[src/hdl/tfd_pkg.sv]
// Shared types, constants and color conversion functions of the texel format decoder.
`default_nettype none

package tfd_pkg;

    // Palette store geometry
    localparam int PALETTE_ENTRIES = 16384;
    localparam int PAL_AW          = $clog2(PALETTE_ENTRIES);
    localparam logic [14:0] PAL_DEPTH = 15'(PALETTE_ENTRIES);

    // Command queue between front and back, depth is a power of two
    localparam int Q_DEPTH = 2;
    localparam int Q_AW    = $clog2(Q_DEPTH);
    localparam int Q_CW    = $clog2(Q_DEPTH + 1);

    // Configuration port address width (three 32-bit registers)
    localparam int CFG_AW = 4;

    // Texture format codes
    typedef enum logic [3:0] {
        FMT_I4     = 4'd0,
        FMT_I8     = 4'd1,
        FMT_IA4    = 4'd2,
        FMT_IA8    = 4'd3,
        FMT_RGB565 = 4'd4,
        FMT_RGB5A3 = 4'd5,
        FMT_RGBA8  = 4'd6,
        FMT_C4     = 4'd8,
        FMT_C8     = 4'd9,
        FMT_C14X2  = 4'd10,
        FMT_CMPR   = 4'd14
    } t_tex_fmt;

    // Palette entry formats; the unused code decodes as RGB5A3
    typedef enum logic [1:0] {
        PAL_IA8    = 2'd0,
        PAL_RGB565 = 2'd1,
        PAL_RGB5A3 = 2'd2
    } t_pal_fmt;

    // Configuration register indexes
    typedef enum logic [1:0] {
        REG_TEX_FMT   = 2'd0,
        REG_PAL_FMT   = 2'd1,
        REG_PAL_COUNT = 2'd2
    } t_reg_idx;

    // Kinds of work handed from front to back
    typedef enum logic [1:0] {
        CMD_WRITE  = 2'd0,
        CMD_LOOKUP = 2'd1,
        CMD_DIRECT = 2'd2
    } t_cmd_kind;

    typedef struct packed {
        logic [3:0]  tex_fmt;
        logic [1:0]  pal_fmt;
        logic [14:0] pal_count;
    } t_cfg;

    // word: RGBA (R in 31:24) for direct results, palette word for writes
    // bad:  error result for decodes, dropped write for palette writes
    typedef struct packed {
        t_cmd_kind         kind;
        logic [PAL_AW-1:0] addr;
        logic [31:0]       word;
        logic              bad;
    } t_cmd;

    function automatic logic [7:0] x4(input logic [3:0] v);
        return {v, v};
    endfunction

    function automatic logic [7:0] x5(input logic [4:0] v);
        return {v, v[4:2]};
    endfunction

    function automatic logic [7:0] x6(input logic [5:0] v);
        return {v, v[5:4]};
    endfunction

    function automatic logic [31:0] conv565(input logic [15:0] v);
        return {x5(v[15:11]), x6(v[10:5]), x5(v[4:0]), 8'hff};
    endfunction

    function automatic logic [31:0] conv5a3(input logic [15:0] v);
        if (v[15]) begin
            return {x5(v[14:10]), x5(v[9:5]), x5(v[4:0]), 8'hff};
        end
        return {x4(v[11:8]), x4(v[7:4]), x4(v[3:0]), v[14:12], v[14:12], v[14:13]};
    endfunction

    function automatic logic [31:0] conv_ia8(input logic [15:0] v);
        return {v[7:0], v[7:0], v[7:0], v[15:8]};
    endfunction

    // DXT1 color for one selector
    function automatic logic [31:0] cmpr(input logic [31:0] t, input logic [1:0] sel);
        logic [31:0] e0;
        logic [31:0] e1;
        logic [31:0] mix;
        logic [7:0]  a;
        logic [7:0]  b;
        logic [10:0] wsum;
        logic [8:0]  asum;
        logic        gt;
        e0  = conv565(t[31:16]);
        e1  = conv565(t[15:0]);
        gt  = t[31:16] > t[15:0];
        mix = {24'd0, 8'hff};
        for (int k = 0; k < 3; k++) begin
            a = e0[31 - 8 * k -: 8];
            b = e1[31 - 8 * k -: 8];
            if (sel[0]) begin
                wsum = 11'(a) * 11'd3 + 11'(b) * 11'd5;
            end else begin
                wsum = 11'(a) * 11'd5 + 11'(b) * 11'd3;
            end
            asum = 9'(a) + 9'(b);
            mix[31 - 8 * k -: 8] = gt ? wsum[10:3] : asum[8:1];
        end
        unique case (sel)
            2'd0: return e0;
            2'd1: return e1;
            2'd2: return mix;
            2'd3: return gt ? mix : 32'd0;
            default: return 32'd0;
        endcase
    endfunction

endpackage

`default_nettype wire

[src/hdl/tfd_if.sv]
// Input and output channel interfaces of the texel format decoder.
`default_nettype none

interface tfd_in_if;
    logic        valid;
    logic        ready;
    logic        mode;
    logic [31:0] texel;
    logic [1:0]  cmpr_select;
    logic [13:0] entry_index;
    logic [15:0] entry_value;

    modport source (
        output valid, mode, texel, cmpr_select, entry_index, entry_value,
        input  ready
    );
    modport sink (
        input  valid, mode, texel, cmpr_select, entry_index, entry_value,
        output ready
    );
endinterface


`default_nettype wire

[src/hdl/tfd_front.sv]
// Front end: accepts items, decodes direct formats and classifies palette work.
`default_nettype none

module tfd_front (
    tfd_in_if.sink          i_in,
    input  tfd_pkg::t_cfg   i_cfg,
    input  logic            i_q_ready,
    output logic            o_push,
    output tfd_pkg::t_cmd   o_cmd
);

    logic [31:0] t;
    logic [13:0] idx;
    logic        idx_bad;
    logic [31:0] pal_word;

    assign t = i_in.texel;

    // Transfer into the queue whenever it has room
    assign i_in.ready = i_q_ready;
    assign o_push     = i_in.valid && i_q_ready;

    // Palette entry conversion
    always_comb begin
        unique case (i_cfg.pal_fmt)
            tfd_pkg::PAL_IA8:    pal_word = tfd_pkg::conv_ia8(i_in.entry_value);
            tfd_pkg::PAL_RGB565: pal_word = tfd_pkg::conv565(i_in.entry_value);
            default:             pal_word = tfd_pkg::conv5a3(i_in.entry_value);
        endcase
    end

    // Palette index of the paletted formats
    always_comb begin
        unique case (i_cfg.tex_fmt)
            tfd_pkg::FMT_C4: idx = {10'd0, t[3:0]};
            tfd_pkg::FMT_C8: idx = {6'd0, t[7:0]};
            default:         idx = t[13:0];
        endcase
        idx_bad = ({1'b0, idx} >= i_cfg.pal_count) || ({1'b0, idx} >= tfd_pkg::PAL_DEPTH);
    end

    // Classify and decode
    always_comb begin
        o_cmd.kind = tfd_pkg::CMD_DIRECT;
        o_cmd.addr = idx[tfd_pkg::PAL_AW-1:0];
        o_cmd.word = 32'd0;
        o_cmd.bad  = 1'b0;
        if (i_in.mode) begin
            o_cmd.kind = tfd_pkg::CMD_WRITE;
            o_cmd.addr = i_in.entry_index[tfd_pkg::PAL_AW-1:0];
            o_cmd.word = pal_word;
            o_cmd.bad  = {1'b0, i_in.entry_index} >= tfd_pkg::PAL_DEPTH;
        end else begin
            unique case (i_cfg.tex_fmt)
                tfd_pkg::FMT_I4: begin
                    o_cmd.word = {4{tfd_pkg::x4(t[3:0])}};
                end
                tfd_pkg::FMT_I8: begin
                    o_cmd.word = {4{t[7:0]}};
                end
                tfd_pkg::FMT_IA4: begin
                    o_cmd.word = {{3{tfd_pkg::x4(t[3:0])}}, tfd_pkg::x4(t[7:4])};
                end
                tfd_pkg::FMT_IA8: begin
                    o_cmd.word = tfd_pkg::conv_ia8(t[15:0]);
                end
                tfd_pkg::FMT_RGB565: begin
                    o_cmd.word = tfd_pkg::conv565(t[15:0]);
                end
                tfd_pkg::FMT_RGB5A3: begin
                    o_cmd.word = tfd_pkg::conv5a3(t[15:0]);
                end
                tfd_pkg::FMT_RGBA8: begin
                    o_cmd.word = {t[23:16], t[15:8], t[7:0], t[31:24]};
                end
                tfd_pkg::FMT_C4, tfd_pkg::FMT_C8, tfd_pkg::FMT_C14X2: begin
                    o_cmd.kind = tfd_pkg::CMD_LOOKUP;
                    o_cmd.bad  = idx_bad;
                end
                tfd_pkg::FMT_CMPR: begin
                    o_cmd.word = tfd_pkg::cmpr(t, i_in.cmpr_select);
                end
                default: begin
                    o_cmd.bad = 1'b1;
                end
            endcase
        end
    end

endmodule

`default_nettype wire

[src/flat_wrapper.sv]
// flat-port wrapper written by rule: the top's interface ports become plain ports
module tfd_front_flat 
  (i_cfg, i_q_ready, o_push, o_cmd, i_in_valid, i_in_mode, i_in_texel, i_in_cmpr_select, i_in_entry_index, i_in_entry_value, i_in_ready);
  tfd_in_if i_in_i ();
  input  tfd_pkg::t_cfg i_cfg;
  input  logic i_q_ready;
  output logic o_push;
  output tfd_pkg::t_cmd o_cmd;
  input wire logic [$bits(i_in_i.valid)-1:0] i_in_valid;
  input wire logic [$bits(i_in_i.mode)-1:0] i_in_mode;
  input wire logic [$bits(i_in_i.texel)-1:0] i_in_texel;
  input wire logic [$bits(i_in_i.cmpr_select)-1:0] i_in_cmpr_select;
  input wire logic [$bits(i_in_i.entry_index)-1:0] i_in_entry_index;
  input wire logic [$bits(i_in_i.entry_value)-1:0] i_in_entry_value;
  output wire logic [$bits(i_in_i.ready)-1:0] i_in_ready;
  assign i_in_i.valid = i_in_valid;
  assign i_in_i.mode = i_in_mode;
  assign i_in_i.texel = i_in_texel;
  assign i_in_i.cmpr_select = i_in_cmpr_select;
  assign i_in_i.entry_index = i_in_entry_index;
  assign i_in_i.entry_value = i_in_entry_value;
  assign i_in_ready = i_in_i.ready;
  tfd_front u_core (.i_in(i_in_i), .i_cfg(i_cfg), .i_q_ready(i_q_ready), .o_push(o_push), .o_cmd(o_cmd));
endmodule
[config.mk]
export PLATFORM = sky130hd
export DESIGN_NAME = tfd_front_flat
export DESIGN_NICKNAME = d
export VERILOG_FILES = /design/src/hdl/tfd_pkg.sv /design/src/hdl/tfd_if.sv /design/src/hdl/tfd_front.sv /design/src/flat_wrapper.sv
export SDC_FILE = /design/constraint.sdc
export NUM_CORES = 1
export LEC_CHECK = 0
export BUFFER_PORTS_ARGS = -buffer_cell sky130_fd_sc_hd__buf_2
export CORE_MARGIN = 5
export CORE_UTILIZATION = 45
export DETAILED_ROUTE_END_ITERATION = 10
export PLACE_DENSITY = 0.75
export SLEW_MARGIN = 5
export SYNTH_ARGS = -nofsm -noshare
export SYNTH_HDL_FRONTEND = slang
export SYNTH_SLANG_ARGS = --single-unit
[constraint.sdc]
create_clock -name vclk -period 4.62
set_input_delay 0.231 -clock vclk [all_inputs]
set_output_delay 0.231 -clock vclk [all_outputs]
set_load 0.05 [all_outputs]
After elaboration in Yosys (flattened, before gate mapping)
Cells that the tools add are included.
- logic and storage cells: 69
- bits in registers: 0
- output and inout bits: 51
- magnitude comparators: 2
- add/sub/neg operators: 9
- reductions and logical operators: 7
- equal/unequal tests: 14
- muxes and demuxes: 25
- multiply operators: 12
- operators with widths (kind ; number):
    32-bit one-hot mux with 8 select lines ; 1
    32-bit two-way mux ; 5
    32-bit one-hot mux with 4 select lines ; 1
    8-bit by 3-bit multiplier with 11-bit output (second input constant) ; 6
    32-bit one-hot mux with 2 select lines ; 1
    8-bit by 2-bit multiplier with 10-bit output (second input constant) ; 6
    10-bit by 11-bit adder with 11-bit output ; 3
    11-bit by 10-bit adder with 11-bit output ; 3
    11-bit two-way mux ; 3
    33-bit two-way mux ; 1
    14-bit one-hot mux with 2 select lines ; 1
    8-bit by 8-bit adder with 9-bit output ; 3
    8-bit two-way mux ; 3
    4-bit == test (second input constant) ; 4
    16-bit > comparator ; 1
    14-bit by 15-bit greater-or-equal comparator with 1-bit output ; 1
    14-bit two-way mux ; 1
    4-bit by 3-bit == test with 1-bit output (second input constant) ; 3
    4-bit by 2-bit == test with 1-bit output (second input constant) ; 2
    8-bit OR reduction ; 1
    1-bit two-way mux ; 5
    2-bit by 1-bit == test with 1-bit output (second input constant) ; 2
    2-bit == test (second input constant) ; 2
    4-bit by 1-bit == test with 1-bit output (second input constant) ; 1
    other kinds (7) ; 9

Longest topological paths before layout
Gate-level depths: netlist of run 1.
- depth after elaboration: 8
- mapped depth: 16

Least setup slack after synthesis of run 1
Ideal clock, no wire load.
- path kind: in2out
- from: in i_in_texel[15]
- to: out o_cmd[30] (netlist name)
- cell stages on the path: 16
- data arrival time: 4.435 ns
- path slack: -0.046 ns
- path through: clkbuf_1 -> inv_1 -> fa_1 -> inv_1 -> ha_1 -> inv_1 -> fa_1 -> inv_1 -> ha_1 -> nand3_1 -> a2111oi_0 -> or2_2 -> nor3_1 -> nor3_1 -> a21oi_1 -> o311ai_1
- RTL lines (item ; RTL line ; source):
    start, declared ; flat_wrapper.sv:11 ; input wire logic [$bits(i_in_i.texel)-1:0] i_in_texel;
    end, declared ; flat_wrapper.sv:8 ; output tfd_pkg::t_cmd o_cmd;

==> results of run 1 <==
[per-stage QoR]
stage	setup TNS [ps]	hold WS (ps)
after floorplan	0	629
after global placement	0	759
after detailed placement	0	765
after CTS	0	764
after global routing	-1.86	771
final	0	762
[where the power goes]
part | total (mW) | leakage [nW] | internal, mW | switching [mW]
combinational | 2.50 | 5.46 | 0.977 | 1.52
clock | 0 | 0 | 0 | 0
sequential | 0 | 0 | 0 | 0
[critical path, stage by stage]
cell	delay (ps)
buf_2	300
clkinvlp_4	260
fa_1	540
inv_1	40
ha_1	270
inv_1	50
fa_1	500
inv_1	40
ha_1	210
nor3_1	250
a211oi_1	180
a211o_1	320
xor2_1	160
nand2_1	70
a211oi_1	60
or4_1	520
buf_2	230
[cells by family (layout without fill, tap and decap cells)]
logic type	count (synthesis)	count (layout)
and+or+nand+nor	314	314
buffers and inverters	274	411
muxes	51	51
xor gates and xnor gates	45	45
AOI/OAI and AO/OA	395	395
adders and majority gates	238	238
[Yosys cell counts (4+ instances only)]
library cell,n,share of area [%]
o221ai_1,18,1.6
o21a_1,6,0.47
o41ai_1,4,0.36
o211ai_1,8,0.62
buf_2,4,0.21
a21o_1,10,0.78
nor2_1,97,3.8
mux2_2,15,1.8
nand2b_1,19,1.2
a211o_1,7,0.64
xor2_1,19,1.7
a31oi_1,29,1.9
o21bai_1,5,0.39
nand2_1,76,3.0
a221o_1,4,0.41
o22ai_1,18,1.2
or3_1,9,0.58
nand3_1,24,1.2
buf_1,5,0.19
a2111oi_0,13,1.2
fa_1,69,14
a221oi_1,12,1.1
a31o_2,9,0.82
or2_2,6,0.39
o31ai_1,8,0.62
nor2b_1,16,1.0
a22oi_1,11,0.86
a21oi_1,100,5.2
or4_1,4,0.31
xnor2_1,26,2.4
inv_1,206,8.0
clkbuf_1,50,1.9
o21ai_0,64,3.3
a211oi_1,29,2.3
o31a_1,5,0.45
mux2i_1,36,3.7
buf_6,4,0.47
ha_1,169,22
nor3_1,36,1.9
[placed cells by master (no fill, tap or decap), types with 5 or more instances in the layout]
master	instances
mux2_2	15
buf_4	63
or2_2	6
a22oi_1	11
a21o_1	10
o31ai_1	8
nand2b_1	19
o211ai_1	8
xor2_1	19
buf_2	139
a211oi_1	29
nor2_1	97
o22ai_1	18
a31o_2	9
xnor2_1	26
o21bai_1	5
a2111oi_0	11
nor3_1	36
o21ai_0	63
a211o_1	7
o31a_1	5
o21a_1	6
nand2_1	76
nand3_1	24
fa_1	69
or3_1	9
o221ai_1	18
ha_1	169
mux2i_1	36
a221oi_1	12
a31oi_1	29
nor2b_1	16
a21oi_1	100
inv_1	205
[final cells by class]
cell class | instances | area share [%]
multi-input cells | 1043 | 78.9
well taps | 275 | 3.16
repair buffers | 202 | 10.7
inverters | 209 | 7.24
[worst paths after layout]
kind / start / to / slack (ps) / cells past startpoint
max: i_in_texel[7] / o_cmd[22] / 140 / 17
min: i_q_ready / i_in_ready / 760 / 2
[repair_timing]
| item | CTS | global route |
|---|---|---|
| setup endpoints to repair | 0 | 3 |
| resized for setup | 0 | 3 |
| buffers inserted | 0 | 2 |
[per-layer routing]
metal / vias to the layer above / wire, um / share of wire [%] / global-route usage [%]
li1: 4984 / - / - / -
met1: 4975 / 15100 / 41 / 39.8
met2: 744 / 15200 / 42 / 43.2
met3: 111 / 4690 / 13 / 6.50
met4: 0 / 1380 / 3.8 / 7.56
met5: - / 0 / 0 / 0
==> impl_metrics.toml, run 1 <==
[status]
status = "finished, final reports clean"

[power]
p_total_mw = 2.50
p_leak_nw = 5.46
p_per_area_nw_per_um2 = 230
peakVddDrop_v = 0.000152

[worst_setup_path]
critPathKind = "in2out"
critPathMaxFanout = 11
cp-start-kind = "input pin"
crit_path_end_kind = "output pin"
arrival_ps = 4250
critical_path_required_ps = 4390

[synth]
netlist_instances = 1317
synthSimpleGateAreaFrac_pct = 15.5
ys_seq_area_share_pct = 0
ys_types = 77
synthMuxAreaShare_pct = 5.48
syn-cell-area_sq_um = 9650
avgSynthCellArea_sq_um = 7.33
synth_compound_area_share_pct = 27.6
synthAdderAreaFrac_pct = 36.2
synthXorXnorAreaFrac_pct = 4.08
ys_warn_count = 0
synth_top_family_by_area = "adder cells"
syn_nets = 1643

[cells_and_area]
fin_util_pct = 51.6
synthToLayoutAreaGrowth_pct = 12.9
postLayoutCellArea_sq_um = 10900
multiInputGateArea_sq_um = 8590
nNetsFinal = 1782
nFillCells = 2077
instances_no_fill = 1729
nFlopsAndLatches = 0
seqCellArea_sq_um = 0
nClkBuffers = 0
drive_above_1_share_pct = 17.1
antenna_cells = 0

[timing]
layout_setup_ws_ps = 144
finalCritPeriodShare_pct = 96.9
drv_slew = 0
max_freq_mhz = 223
setup_viol = 0
fin_crit_ps = 4480
slew_headroom_pct = 13.4
hold_viol_final = 0
worst_slew_pin_slew_ps = 1300

[floorplanning]
die-height_um = 156
die_area_sq_um = 24500
core_sq_um = 21100
die_x_um = 156
start_util_pct = 45.8
ioPinCount = 139
row_count = 53

[detailed_routing]
routedWlPerCell_um = 21.0
firstDrtPassIters = 9
drtAntennaViolNets = 0
routed-via-count = 10800
drt_iter0_drc = 1417
vias_per_cell = 6.25
drc_errors = 0
drt-total-wl_mm = 36.3

[placed_design]
dp_cells = 1727
pre_cts_ws_ps = 230
place_area_sq_um = 10900
hpwlAfterDp_mm = 29.3
gp_congestion = 1.08
io_buffers = 139

[global_route]
track_usage_pct = 28.2
grt_overflow = 0
grt_pass1_wl_mm = 55.4
grt_max_degree = 48
grt_antenna_before_repair = 0
grt_pass1_vias = 10200

[cts]
postCtsHoldBufs = 0

[flow_run]
cap_violations = 0

[hold_path]
hold_class = "in2out"
No activity file was read; power rests on OpenSTA's default activity.
==> inputs of run 2 (changes only) <==
--- a/config.mk
+++ b/config.mk
@@ -7,9 +7,9 @@
 export LEC_CHECK = 0
 export BUFFER_PORTS_ARGS = -buffer_cell sky130_fd_sc_hd__buf_2
 export CORE_MARGIN = 5
-export CORE_UTILIZATION = 45
+export CORE_UTILIZATION = 55
 export DETAILED_ROUTE_END_ITERATION = 10
-export PLACE_DENSITY = 0.75
+export PLACE_DENSITY = 0.87
 export SLEW_MARGIN = 5
 export SYNTH_ARGS = -nofsm -noshare
 export SYNTH_HDL_FRONTEND = slang
==> run 2 against run 1 <==
Worst setup slack got worse by 25 ps. Highest routed layer unchanged. Global-route usage increased by 6.5 points. Core utilization increased by 11 points. Via count increased by 1.8%. Fmax decreased by 0.55%. Routed wire length increased by 0.60%.
==> impl_metrics.toml, run 2 (same netlist as run 1, synthesis figures left out) <==
[detailed_routing]
routedWlPerCell_um = 22.0
drc_errors = 0
dr_wl_met3_mm = 5.20
firstDrtPassIters = 6
top_layer_used = "met4"
m1WireLength_mm = 14.3
drt_iter0_drc = 1262
drt-total-wl_mm = 36.5
vias_per_cell = 6.61
wl_met2_mm = 15.0
routed-via-count = 11000
drtAntennaViolNets = 0

[timing]
slew_headroom_pct = 32.5
setup_viol = 0
hold_viol_final = 0
drv_slew = 0
worst_slew_pin_slew_ps = 1010
rsz0062_at_grt = "yes"
finalCritPeriodShare_pct = 97.4
max_freq_mhz = 222
fin_crit_ps = 4500

[power]
peakVddDrop_v = 0.000154
p_leak_nw = 5.40
p_total_mw = 2.50
p_per_area_nw_per_um2 = 233

[cells_and_area]
multiInputGateArea_sq_um = 8600
mostFrequentLayoutCell = "inv_1"
synthToLayoutAreaGrowth_pct = 11.2
drive_above_1_share_pct = 16.3
nNetsFinal = 1767
nClkBuffers = 0
layout.cells.most_common_list = "206 x inv_1, 169 x ha_1, 138 x buf_2, 100 x a21oi_1, 97 x nor2_1"
postLayoutCellArea_sq_um = 10700
antenna_cells = 0
seqCellArea_sq_um = 0
nFlopsAndLatches = 0
nFillCells = 1546

[placed_design]
hpwlAfterDp_mm = 29.4
place_area_sq_um = 10700
gp_congestion = 1.10
io_buffers = 139

[floorplanning]
die-height_um = 142
start_util_pct = 56.0
die_area_sq_um = 20300
die_x_um = 142
ioPinCount = 139
row_count = 48
core_sq_um = 17200

[global_route]
grt_pass1_wl_mm = 56.3
grt_overflow = 0
grt_max_degree = 44
track_usage_pct = 34.7
grt_pass1_vias = 10500
grt_antenna_before_repair = 1

[worst_setup_path]
critical_path_required_ps = 4390
crit_path_end_kind = "output pin"
critPathMaxFanout = 6
arrival_ps = 4270
cp-start-kind = "input pin"
critPathKind = "in2out"

[status]
status = "finished, final reports clean"

[hold_path]
hold_class = "in2out"
hold_depth = 2
holdCritStartpoint = "i_q_ready"
holdPathEnd = "i_in_ready"

[flow_run]
cap_violations = 0
==> run 2: critical path: stages <==
cell and delay, ps:
buf_2 100, inv_1 150, fa_1 580, inv_1 60
ha_1 280, inv_1 50, fa_1 470, inv_1 40
ha_1 310, nand3_1 90, a2111oi_1 420, o31a_1 250
nor3_1 60, nor4b_1 570, nor3_1 110, a21oi_1 190
buf_2 300
==> run 2: how the worst max path moves through the flow <==
stage,from,endpoint,cells past startpoint
floorplan,i_in_texel[15],o_cmd[31],15
global placement,i_in_texel[14],o_cmd[32],15
detailed placement,i_in_texel[14],o_cmd[31],17
CTS,i_in_texel[14],o_cmd[31],17
global route,i_in_texel[5],o_cmd[22],15
finish,i_in_texel[14],o_cmd[31],17
==> run 2: power breakdown <==
group | internal [mW] | switching [mW] | total (mW)
Combinational | 0.969 | 1.53 | 2.50
Sequential | 0 | 0 | 0
Clock | 0 | 0 | 0
==> run 2: area by class of cell <==
cell class         instances  share of cell area, %
multi-input cells       1043                   80.2
well taps                225                   2.62
inverters                209                   7.31
repair buffers           187                   9.87
==> run 2: repair_timing <==
action	CTS	global route
resized for setup	0	6
setup buffers	0	0
hold buffers	0	0
setup endpoints to repair	0	5
==> run 2: stage by stage <==
stage | setup TNS (ps) | util [%] | worst slack [ps] | hold slack (ps) | cells
3_5_place_dp | 0 | 62.1 | 149 | 763 | 1664
5_1_grt | -21.8 | 62.2 | -21.8 | 768 | 1664
6_report | 0 | 62.2 | 119 | 763 | 1664
2_1_floorplan | 0 | - | 43.9 | 629 | 1317
4_1_cts | 0 | 62.1 | 134 | 764 | 1664
3_3_place_gp | 0 | 62.1 | 288 | 759 | 1664
==> run 2: metal layers <==
layer / global-route usage [%] / vias up
met2: 52.0 / 841
li1: - / 4953
met1: 46.7 / 5048
met5: 0 / -
met4: 14.3 / 0
met3: 10.0 / 162
