$ cat src/hdl/tfd_pkg.sv
// Shared types, constants and color conversion functions of the texel format decoder.
`default_nettype none

package tfd_pkg;

    // Palette store geometry
    localparam int PALETTE_ENTRIES = 16384;
    localparam int PAL_AW          = $clog2(PALETTE_ENTRIES);
    localparam logic [14:0] PAL_DEPTH = 15'(PALETTE_ENTRIES);

    // Command queue between front and back, depth is a power of two
    localparam int Q_DEPTH = 2;
    localparam int Q_AW    = $clog2(Q_DEPTH);
    localparam int Q_CW    = $clog2(Q_DEPTH + 1);

    // Configuration port address width (three 32-bit registers)
    localparam int CFG_AW = 4;

    // Texture format codes
    typedef enum logic [3:0] {
        FMT_I4     = 4'd0,
        FMT_I8     = 4'd1,
        FMT_IA4    = 4'd2,
        FMT_IA8    = 4'd3,
        FMT_RGB565 = 4'd4,
        FMT_RGB5A3 = 4'd5,
        FMT_RGBA8  = 4'd6,
        FMT_C4     = 4'd8,
        FMT_C8     = 4'd9,
        FMT_C14X2  = 4'd10,
        FMT_CMPR   = 4'd14
    } t_tex_fmt;

    // Palette entry formats; the unused code decodes as RGB5A3
    typedef enum logic [1:0] {
        PAL_IA8    = 2'd0,
        PAL_RGB565 = 2'd1,
        PAL_RGB5A3 = 2'd2
    } t_pal_fmt;

    // Configuration register indexes
    typedef enum logic [1:0] {
        REG_TEX_FMT   = 2'd0,
        REG_PAL_FMT   = 2'd1,
        REG_PAL_COUNT = 2'd2
    } t_reg_idx;

    // Kinds of work handed from front to back
    typedef enum logic [1:0] {
        CMD_WRITE  = 2'd0,
        CMD_LOOKUP = 2'd1,
        CMD_DIRECT = 2'd2
    } t_cmd_kind;

    typedef struct packed {
        logic [3:0]  tex_fmt;
        logic [1:0]  pal_fmt;
        logic [14:0] pal_count;
    } t_cfg;

    // word: RGBA (R in 31:24) for direct results, palette word for writes
    // bad:  error result for decodes, dropped write for palette writes
    typedef struct packed {
        t_cmd_kind         kind;
        logic [PAL_AW-1:0] addr;
        logic [31:0]       word;
        logic              bad;
    } t_cmd;

    function automatic logic [7:0] x4(input logic [3:0] v);
        return {v, v};
    endfunction

    function automatic logic [7:0] x5(input logic [4:0] v);
        return {v, v[4:2]};
    endfunction

    function automatic logic [7:0] x6(input logic [5:0] v);
        return {v, v[5:4]};
    endfunction

    function automatic logic [31:0] conv565(input logic [15:0] v);
        return {x5(v[15:11]), x6(v[10:5]), x5(v[4:0]), 8'hff};
    endfunction

    function automatic logic [31:0] conv5a3(input logic [15:0] v);
        if (v[15]) begin
            return {x5(v[14:10]), x5(v[9:5]), x5(v[4:0]), 8'hff};
        end
        return {x4(v[11:8]), x4(v[7:4]), x4(v[3:0]), v[14:12], v[14:12], v[14:13]};
    endfunction

    function automatic logic [31:0] conv_ia8(input logic [15:0] v);
        return {v[7:0], v[7:0], v[7:0], v[15:8]};
    endfunction

    // DXT1 color for one selector
    function automatic logic [31:0] cmpr(input logic [31:0] t, input logic [1:0] sel);
        logic [31:0] e0;
        logic [31:0] e1;
        logic [31:0] mix;
        logic [7:0]  a;
        logic [7:0]  b;
        logic [10:0] wsum;
        logic [8:0]  asum;
        logic        gt;
        e0  = conv565(t[31:16]);
        e1  = conv565(t[15:0]);
        gt  = t[31:16] > t[15:0];
        mix = {24'd0, 8'hff};
        for (int k = 0; k < 3; k++) begin
            a = e0[31 - 8 * k -: 8];
            b = e1[31 - 8 * k -: 8];
            if (sel[0]) begin
                wsum = 11'(a) * 11'd3 + 11'(b) * 11'd5;
            end else begin
                wsum = 11'(a) * 11'd5 + 11'(b) * 11'd3;
            end
            asum = 9'(a) + 9'(b);
            mix[31 - 8 * k -: 8] = gt ? wsum[10:3] : asum[8:1];
        end
        unique case (sel)
            2'd0: return e0;
            2'd1: return e1;
            2'd2: return mix;
            2'd3: return gt ? mix : 32'd0;
            default: return 32'd0;
        endcase
    endfunction

endpackage

`default_nettype wire

$ cat src/hdl/tfd_queue.sv
// Short command queue that decouples the front end from the back end.
`default_nettype none

module tfd_queue (
    input  logic          i_clk,
    input  logic          i_rst_n,
    input  logic          i_push,
    input  tfd_pkg::t_cmd i_push_cmd,
    output logic          o_ready,
    output logic          o_valid,
    output tfd_pkg::t_cmd o_head,
    input  logic          i_pop
);

    tfd_pkg::t_cmd               r_slot [tfd_pkg::Q_DEPTH];
    logic [tfd_pkg::Q_AW-1:0]    r_wr_ptr;
    logic [tfd_pkg::Q_AW-1:0]    r_rd_ptr;
    logic [tfd_pkg::Q_CW-1:0]    r_count;
    logic                        pop;

    assign o_ready = r_count != tfd_pkg::Q_CW'(tfd_pkg::Q_DEPTH);
    assign o_valid = r_count != '0;
    assign o_head  = r_slot[r_rd_ptr];
    assign pop     = i_pop && o_valid;

    // Pointers and fill count
    always_ff @(posedge i_clk) begin
        if (!i_rst_n) begin
            r_wr_ptr <= '0;
            r_rd_ptr <= '0;
            r_count  <= '0;
        end else begin
            if (i_push) begin
                r_wr_ptr <= r_wr_ptr + 1'b1;
            end
            if (pop) begin
                r_rd_ptr <= r_rd_ptr + 1'b1;
            end
            r_count <= r_count + tfd_pkg::Q_CW'(i_push) - tfd_pkg::Q_CW'(pop);
        end
    end

    // Entry storage
    always_ff @(posedge i_clk) begin
        if (i_push) begin
            r_slot[r_wr_ptr] <= i_push_cmd;
        end
    end

    a_no_overflow: assert property (@(posedge i_clk) disable iff (!i_rst_n)
        i_push |-> (r_count != tfd_pkg::Q_CW'(tfd_pkg::Q_DEPTH)))
        else $error("command queue overflow");

    a_count_bound: assert property (@(posedge i_clk) disable iff (!i_rst_n)
        r_count <= tfd_pkg::Q_CW'(tfd_pkg::Q_DEPTH))
        else $error("command queue count out of range");

endmodule

`default_nettype wire

$ cat config.mk
export PLATFORM = sky130hd
export DESIGN_NAME = tfd_queue
export DESIGN_NICKNAME = d
export VERILOG_FILES = /design/src/hdl/tfd_pkg.sv /design/src/hdl/tfd_queue.sv
export SDC_FILE = /design/constraint.sdc
export NUM_CORES = 1
export LEC_CHECK = 0
export BUFFER_PORTS_ARGS = -buffer_cell sky130_fd_sc_hd__clkbuf_2
export CAP_MARGIN = 0
export CORE_ASPECT_RATIO = 1.2
export CORE_MARGIN = 4
export CORE_UTILIZATION = 40
export CTS_BUF_LIST = sky130_fd_sc_hd__clkbuf_8 sky130_fd_sc_hd__clkbuf_16
export DETAILED_ROUTE_END_ITERATION = 6
export MAX_ROUTING_LAYER = met4
export PLACE_DENSITY = 0.66
export RECOVER_POWER = 25
export SLEW_MARGIN = 20
export SYNTH_ARGS = -nofsm -noshare
export SYNTH_HDL_FRONTEND = slang
export SYNTH_SLANG_ARGS = --single-unit
$ cat constraint.sdc
create_clock -name i_clk -period 3 [get_ports i_clk]
set_clock_uncertainty 0.1 [all_clocks]
set_input_delay 0.15 -clock i_clk [delete_from_list [all_inputs] [get_ports i_clk]]
set_output_delay 0.15 -clock i_clk [all_outputs]
set_load 0.005 [all_outputs]
-- Word-level counts from Yosys, hierarchy flattened
Memory sizes are Yosys's and may differ from the RTL's. A register that Yosys moved wholly into a read port is not among the register bits.
Index checks and enable logic that the tools add are counted.
- memories kept: 1
- register bits: 4
- latch bits: 0
- logic and storage cells: 15
- bits in read-only memories: 0
- input bits: 53
- memory bits (writable): 98
- memory list (name ; depth ; bits a word ; rd ports ; clocked after Yosys merged registers in ; wr ports ; RTL line ; RTL):
    r_slot ; 2 ; 49 ; 1 ; 1 ; 1 ; tfd_queue.sv:15 ; tfd_pkg::t_cmd r_slot [tfd_pkg::Q_DEPTH];
- $mul: 0
- eq/ne operators: 1
- shift operators: 0
- $add $sub $neg: 4
- order comparisons: 0
- multiplexer cells: 4
- reductions and logical operators: 2
- div/mod/pow operators: 0
- bitwise logic cells: 0
- operator list (operator ; count):
    $mux 1 ; 4
    $add 1x1->1 const B ; 2
    $add 2x1->2 ; 1
    $ne 2x2->1 const B ; 1
    $reduce_bool 2->1 ; 1
    $sub 2x1->2 ; 1
    $logic_and 1x1->1 ; 1

-- Longest topological paths before layout
Gate-level depths: netlist of the first run.
- depth in word-level cells: 4
- gate-level depth with buffers: 6
- mapped depth without buffers: 6

-- Worst setup path after synthesis of the first run
No wires, ideal clock.
- path type: reg2reg
- start: reg r_wr_ptr
- end: mem r_slot[0][0] (netlist name), enable pin
- path buffers: 0
- slack: -0.081 ns
- period minus slack after synthesis: 3.081 ns
- required time: 2.437 ns
- arrival time: 2.518 ns
- stages on the path, launching flop included: 2
- cell sequence: dfxtp_1 -> nor2b_1
- RTL lines (item ; RTL line ; RTL):
    start: declaration ; tfd_queue.sv:16 ; logic [tfd_pkg::Q_AW-1:0] r_wr_ptr;
    start signal: assignment ; tfd_queue.sv:34 ; r_wr_ptr <= r_wr_ptr + 1'b1;
    end: declaration ; tfd_queue.sv:15 ;
Straight into the memory's write port.

==> results of run 1 <==
power by group:
group | internal (mW) | total [mW] | leakage (nW) | switching [mW]
Sequential | 1.67 | 1.72 | 0.962 | 0.0515
Clock | 0.286 | 0.716 | 0.0804 | 0.429
Combinational | 0.417 | 0.700 | 0.888 | 0.282
Total | 2.38 | 3.14 | 1.93 | 0.763
routing by layer:
layer	wire length, µm	global-route usage [%]	vias up
li1	-	-	1006
met1	2686	14.04	1009
met5	0	-	-
met4	109	5.817	0
met3	352	4.369	10
met2	3621	22.93	66
cell families (layout without fill, tap and decap cells):
group,count (synthesis),in the layout,share of synthesized area (%)
flip-flops,103,103,79.61
adder cells (fa/ha/maj),2,2,0.6546
buffers and inverters,7,175,1.473
AO/OA/AOI/OAI,2,2,0.3927
AND/OR/NAND/NOR,9,9,1.342
XOR/XNOR,1,1,0.5892
multiplexers,51,51,15.94
tightest hold or removal path, cell delays in order:
cell and delay (ns):
sky130_fd_sc_hd__clkbuf_2 0.12, sky130_fd_sc_hd__nor2b_1 0.11, sky130_fd_sc_hd__o21a_1 0.10
worst min-delay path by stage:
stage	from	to	slack, ns
after floorplan	i_push_cmd[0]	r_slot[0][0]	0.15
after global placement	i_push_cmd[9]	r_slot[0][9]	0.24
after detailed placement	i_push_cmd[21]	r_slot[1][21]	0.24
after CTS	i_push	r_wr_ptr	0.04
after global routing	i_push	r_wr_ptr	0.05
final	i_push	r_wr_ptr	0.06
per-stage QoR:
step,instances,setup WS (ns),utilization [%]
floorplan,175,0.8655,-
global placement,397,1.359,48.95
detailed placement,397,1.356,48.95
CTS,463,0.9465,56.09
global route,463,0.8783,55.81
finish,463,1.001,55.81
layout by cell type, fill, tap and decap left out:
| cell type | n |
|---|---|
| sky130_fd_sc_hd__ha_1 | 2 |
| sky130_fd_sc_hd__nand2b_1 | 1 |
| sky130_fd_sc_hd__mux2_2 | 39 |
| sky130_fd_sc_hd__o21a_1 | 2 |
| sky130_fd_sc_hd__clkinv_1 | 4 |
| sky130_fd_sc_hd__and2_2 | 1 |
| sky130_fd_sc_hd__nor2b_1 | 2 |
| sky130_fd_sc_hd__buf_4 | 3 |
| sky130_fd_sc_hd__clkinv_2 | 1 |
| sky130_fd_sc_hd__dlygate4sd3_1 | 50 |
| sky130_fd_sc_hd__mux2_4 | 10 |
| sky130_fd_sc_hd__buf_1 | 1 |
| sky130_fd_sc_hd__and2_1 | 1 |
| sky130_fd_sc_hd__nor2b_4 | 1 |
| sky130_fd_sc_hd__edfxtp_1 | 98 |
| sky130_fd_sc_hd__mux2i_1 | 2 |
| sky130_fd_sc_hd__dfxtp_1 | 4 |
| sky130_fd_sc_hd__clkbuf_1 | 20 |
| sky130_fd_sc_hd__nand2_1 | 2 |
| sky130_fd_sc_hd__clkbuf_8 | 9 |
| sky130_fd_sc_hd__clkinvlp_4 | 1 |
| sky130_fd_sc_hd__buf_12 | 1 |
| sky130_fd_sc_hd__xnor3_1 | 1 |
| sky130_fd_sc_hd__clkbuf_2 | 82 |
| sky130_fd_sc_hd__dfxtp_2 | 1 |
| sky130_fd_sc_hd__or2_2 | 1 |
| sky130_fd_sc_hd__inv_1 | 3 |
final cells by class:
cell class | count | share of cell area [%]
repair buffers | 157 | 20.16
clock buffers | 9 | 2.419
clock inverters | 7 | 0.6108
multi-input cells | 65 | 14.29
inverters | 2 | 0.1466
flip-flops and latches | 103 | 59.44
well taps | 120 | 2.932
registers in the layout (all words and copies together), names as in the netlist, named ones only:
name	count
r_count	2
r_slot	98
r_rd_ptr	1
r_wr_ptr	1
repair_timing:
item | CTS | global route
hold endpoints to repair | 103 | 0
hold buffers | 50 | 0
setup buffers | 0 | 0
resized for setup | 0 | 0
==> flow_summary.ini, run 1 <==
[outcome]
run_status = finished, final reports clean

[power_and_ir_drop]
pwr_density_cell_nw_per_um2 = 613.1
leakagePower_nw = 1.930
irDropWorstVdd_uv = 362.6
p_total_mw = 3.140

[route]
ant_nets = 0
drt_first_iter_violations = 104
wire_per_inst_um = 14.62
avgViaCountPerCell = 4.516
vias = 2091
wl_um = 6770
detail_route.first_pass.iterations = 4
post-route-drc-count = 0

[cells_and_area]
num-nets-final = 393
layout-area-overhead-vs-synth_pct = 33.98
register_area_um2 = 3044
num_antenna_cells = 0
multiInputGateArea_um2 = 732.0
n_fill_cell = 739
final_area_um2 = 5121
share_of_cells_above_drive_strength_1_pct = 43.73

[worst_setup_path]
regToRegEndpoint = r_slot[1][28]
timing.critical_path.buf_inv = 2
cp_cell_sequence = buf_12 -> mux2_2 -> clkbuf_2
rr_startpoint = r_wr_ptr
worst-r2r-setup-slack_ns = 1.43
worst_r2r_path_depth = 2
cp-start-kind = register
cp_data_arrival_time_ns = 1.75
worst_path_dominant_cell_family = flip-flops
slowest_stage = sky130_fd_sc_hd__dfxtp_2
worst_setup_path_endpoint = o_head[25]
timing_worst_setup_path_type = register to output pin
slowest_stage_delay_cp_ns = 0.58
worstPathRequired_ns = 2.75
worst-path-max-fanout = 36
timing.critical_path.to_type = output pin
cp.depth = 3

[global_routing]
wire_length_of_the_first_global_routing_pass_um = 10850
grt_start_max_net_pins = 50
gr-usage-all-layers_pct = 13.29
first_global_vias = 2265
grt_overflow_total = 0
antenna_found_initial = 0

[clocking]
cts.clk_slew.worst_paths_ns = 0.09
cts.sink_count = 103
cts-root-to-sink-buffers = 2
clk_root_buffer_cell = sky130_fd_sc_hd__clkbuf_8
clock_tree_from_tritoncts = yes
htree_num_levels = 3
cts-buffers-inserted = 9
clock_latency_ns = 0.35

[yosys]
synth_top_flop_cell = sky130_fd_sc_hd__edfxtp_1
synth-warning-count = 0
yosysTopAreaCell = sky130_fd_sc_hd__edfxtp_1
synth_area_um2 = 3822
yosys.cell_count.top_type = sky130_fd_sc_hd__edfxtp_1
synth-edff-count = 98
mappedNetlistNets = 230
synth_cell_type_count = 17
synth_seq_area_share_pct = 79.61
avgSynthCellArea_um2 = 21.84
synthesis.instances = 175
synth_top_cell_area_share_pct = 76.99
yosys_register_bits = 103
async_sr_flop_fraction_pct = 0
synth.top_cells.by_count = sky130_fd_sc_hd__edfxtp_1, sky130_fd_sc_hd__mux2_2, sky130_fd_sc_hd__mux2_4
yosys-top-cells-area = sky130_fd_sc_hd__edfxtp_1, sky130_fd_sc_hd__mux2_2, sky130_fd_sc_hd__mux2_4, sky130_fd_sc_hd__dfxtp_1, sky130_fd_sc_hd__ha_1

[placement]
gpl.final_weighted_congestion = 0.6770
placement.cell_area_um2 = 4492
buffer_ports.inserted = 103

[floorplanning]
dieWidth_um = 97.24
placeableCoreArea_um2 = 9176
die_h_um = 115.1
floorplan.die_area_um2 = 11190
initial_core_util_pct = 41.66
floorplan.rows = 38
ioPinCount = 104

[worst_hold_path]
min_path_type = input pin to register
hold_depth = 3

[timing]
timing.final.crit_period_ns = 1.999
tightest_slew_ns = 0.6566
max_slew_margin_pct = 56.23
maxSlewViolCount = 0
finalHoldWorstSlack_ns = 0.06007
maximum_clock_frequency_ghz = 0.5002
final-hold-violation-count = 0
setup_viol = 0
final.period_utilization_pct = 66.64
grt_setup_unrepaired = no
final_total_negative_setup_slack_ns = 0

[flow_run]
max-cap-violations = 0
Note: power is estimated with default switching activity, not from simulation.
==> run 2, diff against run 1 <==
--- a/config.mk
+++ b/config.mk
@@ -13,7 +13,6 @@
 export CTS_BUF_LIST = sky130_fd_sc_hd__clkbuf_8 sky130_fd_sc_hd__clkbuf_16
 export DETAILED_ROUTE_END_ITERATION = 6
 export MAX_ROUTING_LAYER = met4
-export PLACE_DENSITY = 0.66
 export RECOVER_POWER = 25
 export SLEW_MARGIN = 20
 export SYNTH_ARGS = -nofsm -noshare
==> constraint.sdc (replaced) <==
create_clock -name i_clk -period 2 [get_ports i_clk]
set_clock_uncertainty 0.1 [all_clocks]
set_input_delay 0.1 -clock i_clk [delete_from_list [all_inputs] [get_ports i_clk]]
set_output_delay 0.1 -clock i_clk [all_outputs]
set_load 0.005 [all_outputs]
==> run 2 against run 1 <==
  * Total power increased by 53%
  * Non-clock buffer count increased by 3
  * Register-to-register slack got worse by 1.0 ns
  * Setup slack got worse by 0.83 ns
  * Wire length increased by 1.6%
  * Count of clock-buffer cells in the layout unchanged
  * Global-route usage increased by 0.25 points
  * Utilization increased by 0.74 points
  * Largest power group unchanged
==> flow_summary.ini, run 2 (synthesis gave the netlist of run 1 again) <==
[outcome]
run_status = finished, final reports clean

[cells_and_area]
num-nets-final = 396
layout-area-overhead-vs-synth_pct = 35.74
most-common-layout-cells = sky130_fd_sc_hd__edfxtp_1, sky130_fd_sc_hd__clkbuf_2, sky130_fd_sc_hd__dlygate4sd3_1
leading_cell_type_in_the_layout_fill_and_taps_excluded = sky130_fd_sc_hd__edfxtp_1
largest_register_ffs = 98
share_of_cells_above_drive_strength_1_pct = 45.09
num_antenna_cells = 0
largest_register = r_slot
layout_top_registers = r_slot: 98 flops, r_count: 2 flops
n_fill_cell = 762

[route]
ant_nets = 0
drt_first_iter_violations = 62
post-route-drc-count = 0
detail_route.first_pass.iterations = 4
vias = 2106
avgViaCountPerCell = 4.519
wl_um = 6881
wire_per_inst_um = 14.77

[floorplanning]
initial_core_util_pct = 41.66
die_h_um = 115.1
placeableCoreArea_um2 = 9176
floorplan.rows = 38
ioPinCount = 104
floorplan.die_area_um2 = 11190
dieWidth_um = 97.24

[placement]
gpl.final_weighted_congestion = 0.6942
place_ws_ns = 0.4812
post-dp-hpwl_um = 4467
buffer_ports.inserted = 103

[timing]
timing.final.ws_setup_ns = 0.1690
grt_setup_unrepaired = no
final-hold-violation-count = 0
final_total_negative_setup_slack_ns = 0
maximum_clock_frequency_ghz = 0.5461
maxSlewViolCount = 0
max_slew_margin_pct = 71.56
setup_viol = 0
tightest_slew_ns = 0.4257
timing.final.crit_period_ns = 1.831
final.period_utilization_pct = 91.55
finalHoldWorstSlack_ns = 0.02113

[global_routing]
grt_start_max_net_pins = 29
first_global_vias = 2333
grt_overflow_total = 0
wire_length_of_the_first_global_routing_pass_um = 11270
use_met3_pct = 4.430
grt_busiest_layer = met2
gr-usage-all-layers_pct = 13.54
grt_util_met2_pct = 23.20
grt.met1_usage_pct = 14.62
antenna_found_initial = 0

[clocking]
clk_root_buffer_cell = sky130_fd_sc_hd__clkbuf_8
cts.sink_count = 103
postCtsResizedCells = 0
cts.clk_slew.worst_paths_ns = 0.09
clock_tree_from_tritoncts = yes
clock_latency_ns = 0.37
htree_num_levels = 3
cts-root-to-sink-buffers = 2
cts-buffers-inserted = 9

[flow_run]
max-cap-violations = 0

[worst_setup_path]
worst-path-max-fanout = 12
cp-start-kind = register
cp_data_arrival_time_ns = 1.63
timing.critical_path.to_type = output pin
timing_worst_setup_path_type = register to output pin
worstPathRequired_ns = 1.80

[power_and_ir_drop]
irDropWorstVdd_uv = 666.8
p_total_mw = 4.807
leakagePower_nw = 1.958
pwr_density_cell_nw_per_um2 = 926.4

[worst_hold_path]
min_path_type = input pin to register
-- run 2: cell types whose count changed in the layout (fill, tap and decap cells not counted), sizes merged --
cell         delta
clkinv          -3
buf             +2
clkinvlp        +2
dlygate4sd3     +1
inv             +1
-- run 2: worst paths after layout --
path | from | endpoint | slack (ns) | cells after the start
max | register | o_head[25] | 0.17 | 3
min | i_push | r_count[0] | 0.02 | 3
max reg2reg | r_wr_ptr | r_wr_ptr | 0.40 | 3
min reg2reg | r_rd_ptr | r_rd_ptr | 0.39 | 2
-- run 2: area by class of cell --
class                           count  area, µm²  area share [%]
Clock buffer                        9      123.9           2.387
Clock inverter                      7      48.80          0.9404
Inverter                            2      7.507          0.1447
Multi-Input combinational cell     65      732.0           14.11
Sequential cell                   103       3044           58.67
Tap cell                          120      150.1           2.894
Timing Repair Buffer              160       1082           20.86
-- run 2: metrics by stage --
stage	util (%)	instance area [µm²]	cells
6_report	56.54	5189	466
3_3_place_gp	49.39	4532	399
2_1_floorplan	-	3831	175
4_1_cts	56.83	5215	466
3_5_place_dp	49.39	4532	399
5_1_grt	56.54	5189	466
-- run 2: routing by layer --
layer / share of wire, % / routed length (µm)
met1: 40 / 2763
met2: 52 / 3595
met3: 6.3 / 434
met4: 1.3 / 89
met5: 0 / 0
-- run 2: worst max-delay path, stage by stage (launching register included) --
cell,delay [ns]
sky130_fd_sc_hd__dfxtp_2,0.51
sky130_fd_sc_hd__buf_4,0.27
sky130_fd_sc_hd__mux2_2,0.36
sky130_fd_sc_hd__clkbuf_2,0.12
-- run 2: power breakdown --
| group | switching (mW) | total [mW] | internal, mW |
|---|---|---|---|
| Clock | 0.704 | 1.16 | 0.452 |
| Combinational | 0.434 | 1.08 | 0.644 |
| Sequential | 0.0645 | 2.57 | 2.51 |
-- run 2: what timing repair did --
item / 4_1_cts / 5_1_grt
setup buffers: 0 / 0
hold endpoints to repair: 103 / 0
hold buffers: 51 / 0
==> run 3, diff against run 2 <==
--- a/config.mk
+++ b/config.mk
@@ -5,6 +5,7 @@
 export SDC_FILE = /design/constraint.sdc
 export NUM_CORES = 1
 export LEC_CHECK = 0
+export ABC_AREA = 1
 export BUFFER_PORTS_ARGS = -buffer_cell sky130_fd_sc_hd__clkbuf_2
 export CAP_MARGIN = 0
 export CORE_ASPECT_RATIO = 1.2
==> run 3 against run 2 <==
  * First-iteration DRC count is the same
  * Synthesized cell count grew 8.0%
  * Utilization grew 0.25 points
  * Worst hold slack gained 0.35 ns
  * Non-clock buffer count shrank 1
  * Largest power group unchanged
  * Sequential power is essentially flat
  * Combinational power is essentially flat
  * Register-to-register slack gained 0.12 ns
  * Count of clock-buffer cells in the layout is the same
==> flow_summary.ini, run 3 <==
[placement]
buffer_ports.inserted = 103
gpl.final_weighted_congestion = 0.6879
post-dp-hpwl_um = 4153

[power_and_ir_drop]
leakagePower_nw = 2.005
irDropWorstVdd_uv = 567.9
pwr_density_cell_nw_per_um2 = 951.3

[clocking]
postCtsResizedCells = 0
cts.sink_count = 103
clk_root_buffer_cell = sky130_fd_sc_hd__clkbuf_8
clock_latency_ns = 0.35
cts.clk_slew.worst_paths_ns = 0.09
cts.repair_timing.setup_buffer_count = 0
cts-hold-fix-buffers = 52
cts-buffers-inserted = 9
htree_num_levels = 3
cts-root-to-sink-buffers = 2
clock_tree_from_tritoncts = yes

[timing]
final.period_utilization_pct = 89.65
maxSlewViolCount = 0
final_total_negative_setup_slack_ns = 0
grt_setup_unrepaired = no
tightest_slew_ns = 0.4550
final-hold-violation-count = 0
timing.final.crit_period_ns = 1.793
setup_viol = 0
max_slew_margin_pct = 69.67
maximum_clock_frequency_ghz = 0.5577

[floorplanning]
ioPinCount = 104
floorplan.rows = 38
placeableCoreArea_um2 = 9176
die_h_um = 115.1
initial_core_util_pct = 41.66
floorplan.die_area_um2 = 11190
dieWidth_um = 97.24

[cells_and_area]
share_of_cells_above_drive_strength_1_pct = 43.45
num_antenna_cells = 0
largest_register = r_slot
layout-area-overhead-vs-synth_pct = 36.33
most-common-layout-cells = sky130_fd_sc_hd__edfxtp_1, sky130_fd_sc_hd__clkbuf_2, sky130_fd_sc_hd__dlygate4sd3_1
layout_top_registers = r_slot: 98 flops, r_count: 2 flops
largest_register_ffs = 98
post-route-util_pct = 56.79
leading_cell_type_in_the_layout_fill_and_taps_excluded = sky130_fd_sc_hd__edfxtp_1
num-nets-final = 409

[route]
wl_um = 6762
avgViaCountPerCell = 4.445
post-route-drc-count = 0
wire_per_inst_um = 14.12
detail_route.first_pass.iterations = 4
ant_nets = 0
vias = 2129
drt_first_iter_violations = 62

[yosys]
synthesis.instances = 189
synth.top_cells.by_count = sky130_fd_sc_hd__edfxtp_1, sky130_fd_sc_hd__mux2_2, sky130_fd_sc_hd__mux2_4
yosys-top-cells-area = sky130_fd_sc_hd__edfxtp_1, sky130_fd_sc_hd__mux2_2, sky130_fd_sc_hd__mux2_4, sky130_fd_sc_hd__dfxtp_1, sky130_fd_sc_hd__inv_1
synth_cell_type_count = 13
mappedNetlistNets = 244
synth_top_flop_cell = sky130_fd_sc_hd__edfxtp_1
yosys.cell_count.top_type = sky130_fd_sc_hd__edfxtp_1
yosysTopAreaCell = sky130_fd_sc_hd__edfxtp_1
yosys_register_bits = 103
async_sr_flop_fraction_pct = 0
synth_seq_area_share_pct = 79.61
synth-edff-count = 98
synth-warning-count = 0
synth_top_cell_area_share_pct = 76.99
avgSynthCellArea_um2 = 20.22
synth_area_um2 = 3822

[worst_hold_path]
min_path_type = input pin to register
hold_depth = 2

[global_routing]
grt_overflow_total = 0
antenna_found_initial = 0
first_global_vias = 2325
grt_busiest_layer = met2
grt.met1_usage_pct = 14.39
gr-usage-all-layers_pct = 13.29
grt_util_met2_pct = 23.30
wire_length_of_the_first_global_routing_pass_um = 11080
grt_start_max_net_pins = 50
use_met3_pct = 4.005

[worst_setup_path]
slowest_stage = sky130_fd_sc_hd__mux2_2
cp-start-kind = register
cp.depth = 3
worst-path-max-fanout = 30
worst_r2r_path_depth = 9
timing_worst_setup_path_type = register to output pin
cp_cell_sequence = buf_4 -> mux2_2 -> clkbuf_2
timing.critical_path.to_type = output pin
worst_path_dominant_cell_family = buffers and inverters
cp_data_arrival_time_ns = 1.59
worstPathRequired_ns = 1.80
slowest_stage_delay_cp_ns = 0.40
timing.critical_path.buf_inv = 2

[outcome]
run_status = finished, final reports clean

[flow_run]
max-cap-violations = 0
[run 3: layout make-up]
type	instances	area, µm²
Inverter	9	33.78
Clock inverter	7	87.58
Multi-Input combinational cell	72	704.4
Fill cell	744	3965
Clock buffer	9	123.9
Sequential cell	103	3044
Timing Repair Buffer	159	1067
Tap cell	120	150.1
[run 3: cells by family (layout without fill, tap and decap cells)]
group	after synthesis	in the layout	share of synthesized area [%]
flip-flops	103	103	79.61
adder cells (fa/ha/maj)	2	2	0.6546
multiplexers	49	49	15.42
AO/OA/AOI/OAI	1	1	0.1308
AND/OR/NAND/NOR	20	20	2.029
buffers and inverters	14	184	2.160
[run 3: metrics by stage]
stage	cells	setup slack [ns]	power [mW]	hold WS, ns	cell area [µm²]
4_1_cts	479	0.1402	5.055	0.3475	5235
2_1_floorplan	189	0.07779	3.237	0.09345	3830
5_1_grt	479	0.09827	5.240	0.3696	5211
3_5_place_dp	411	0.5373	3.612	0.1930	4503
6_report	479	0.2069	4.958	0.3746	5211
3_3_place_gp	411	0.5518	3.597	0.1889	4503
[run 3: where the power goes]
group	switching [mW]	internal (mW)
clock	0.647	0.696
combinational	0.479	0.586
sequential	0.0401	2.51
[run 3: final timing paths]
check	startpoint	end	slack (ns)
worst max-delay path	register	o_head[41]	0.21
worst min-delay path	i_push_cmd[22]	r_slot[1][22]	0.37
worst max register to register	r_count[0]	r_count[1]	0.52
worst min register to register	r_rd_ptr	r_rd_ptr	0.42
[run 3: layer usage]
metal / vias to the layer above / part of all wire [%]
met3: 6 / 5.9
met2: 61 / 54
met4: 0 / 1.1
met1: 1021 / 39
met5: - / 0
li1: 1041 / -
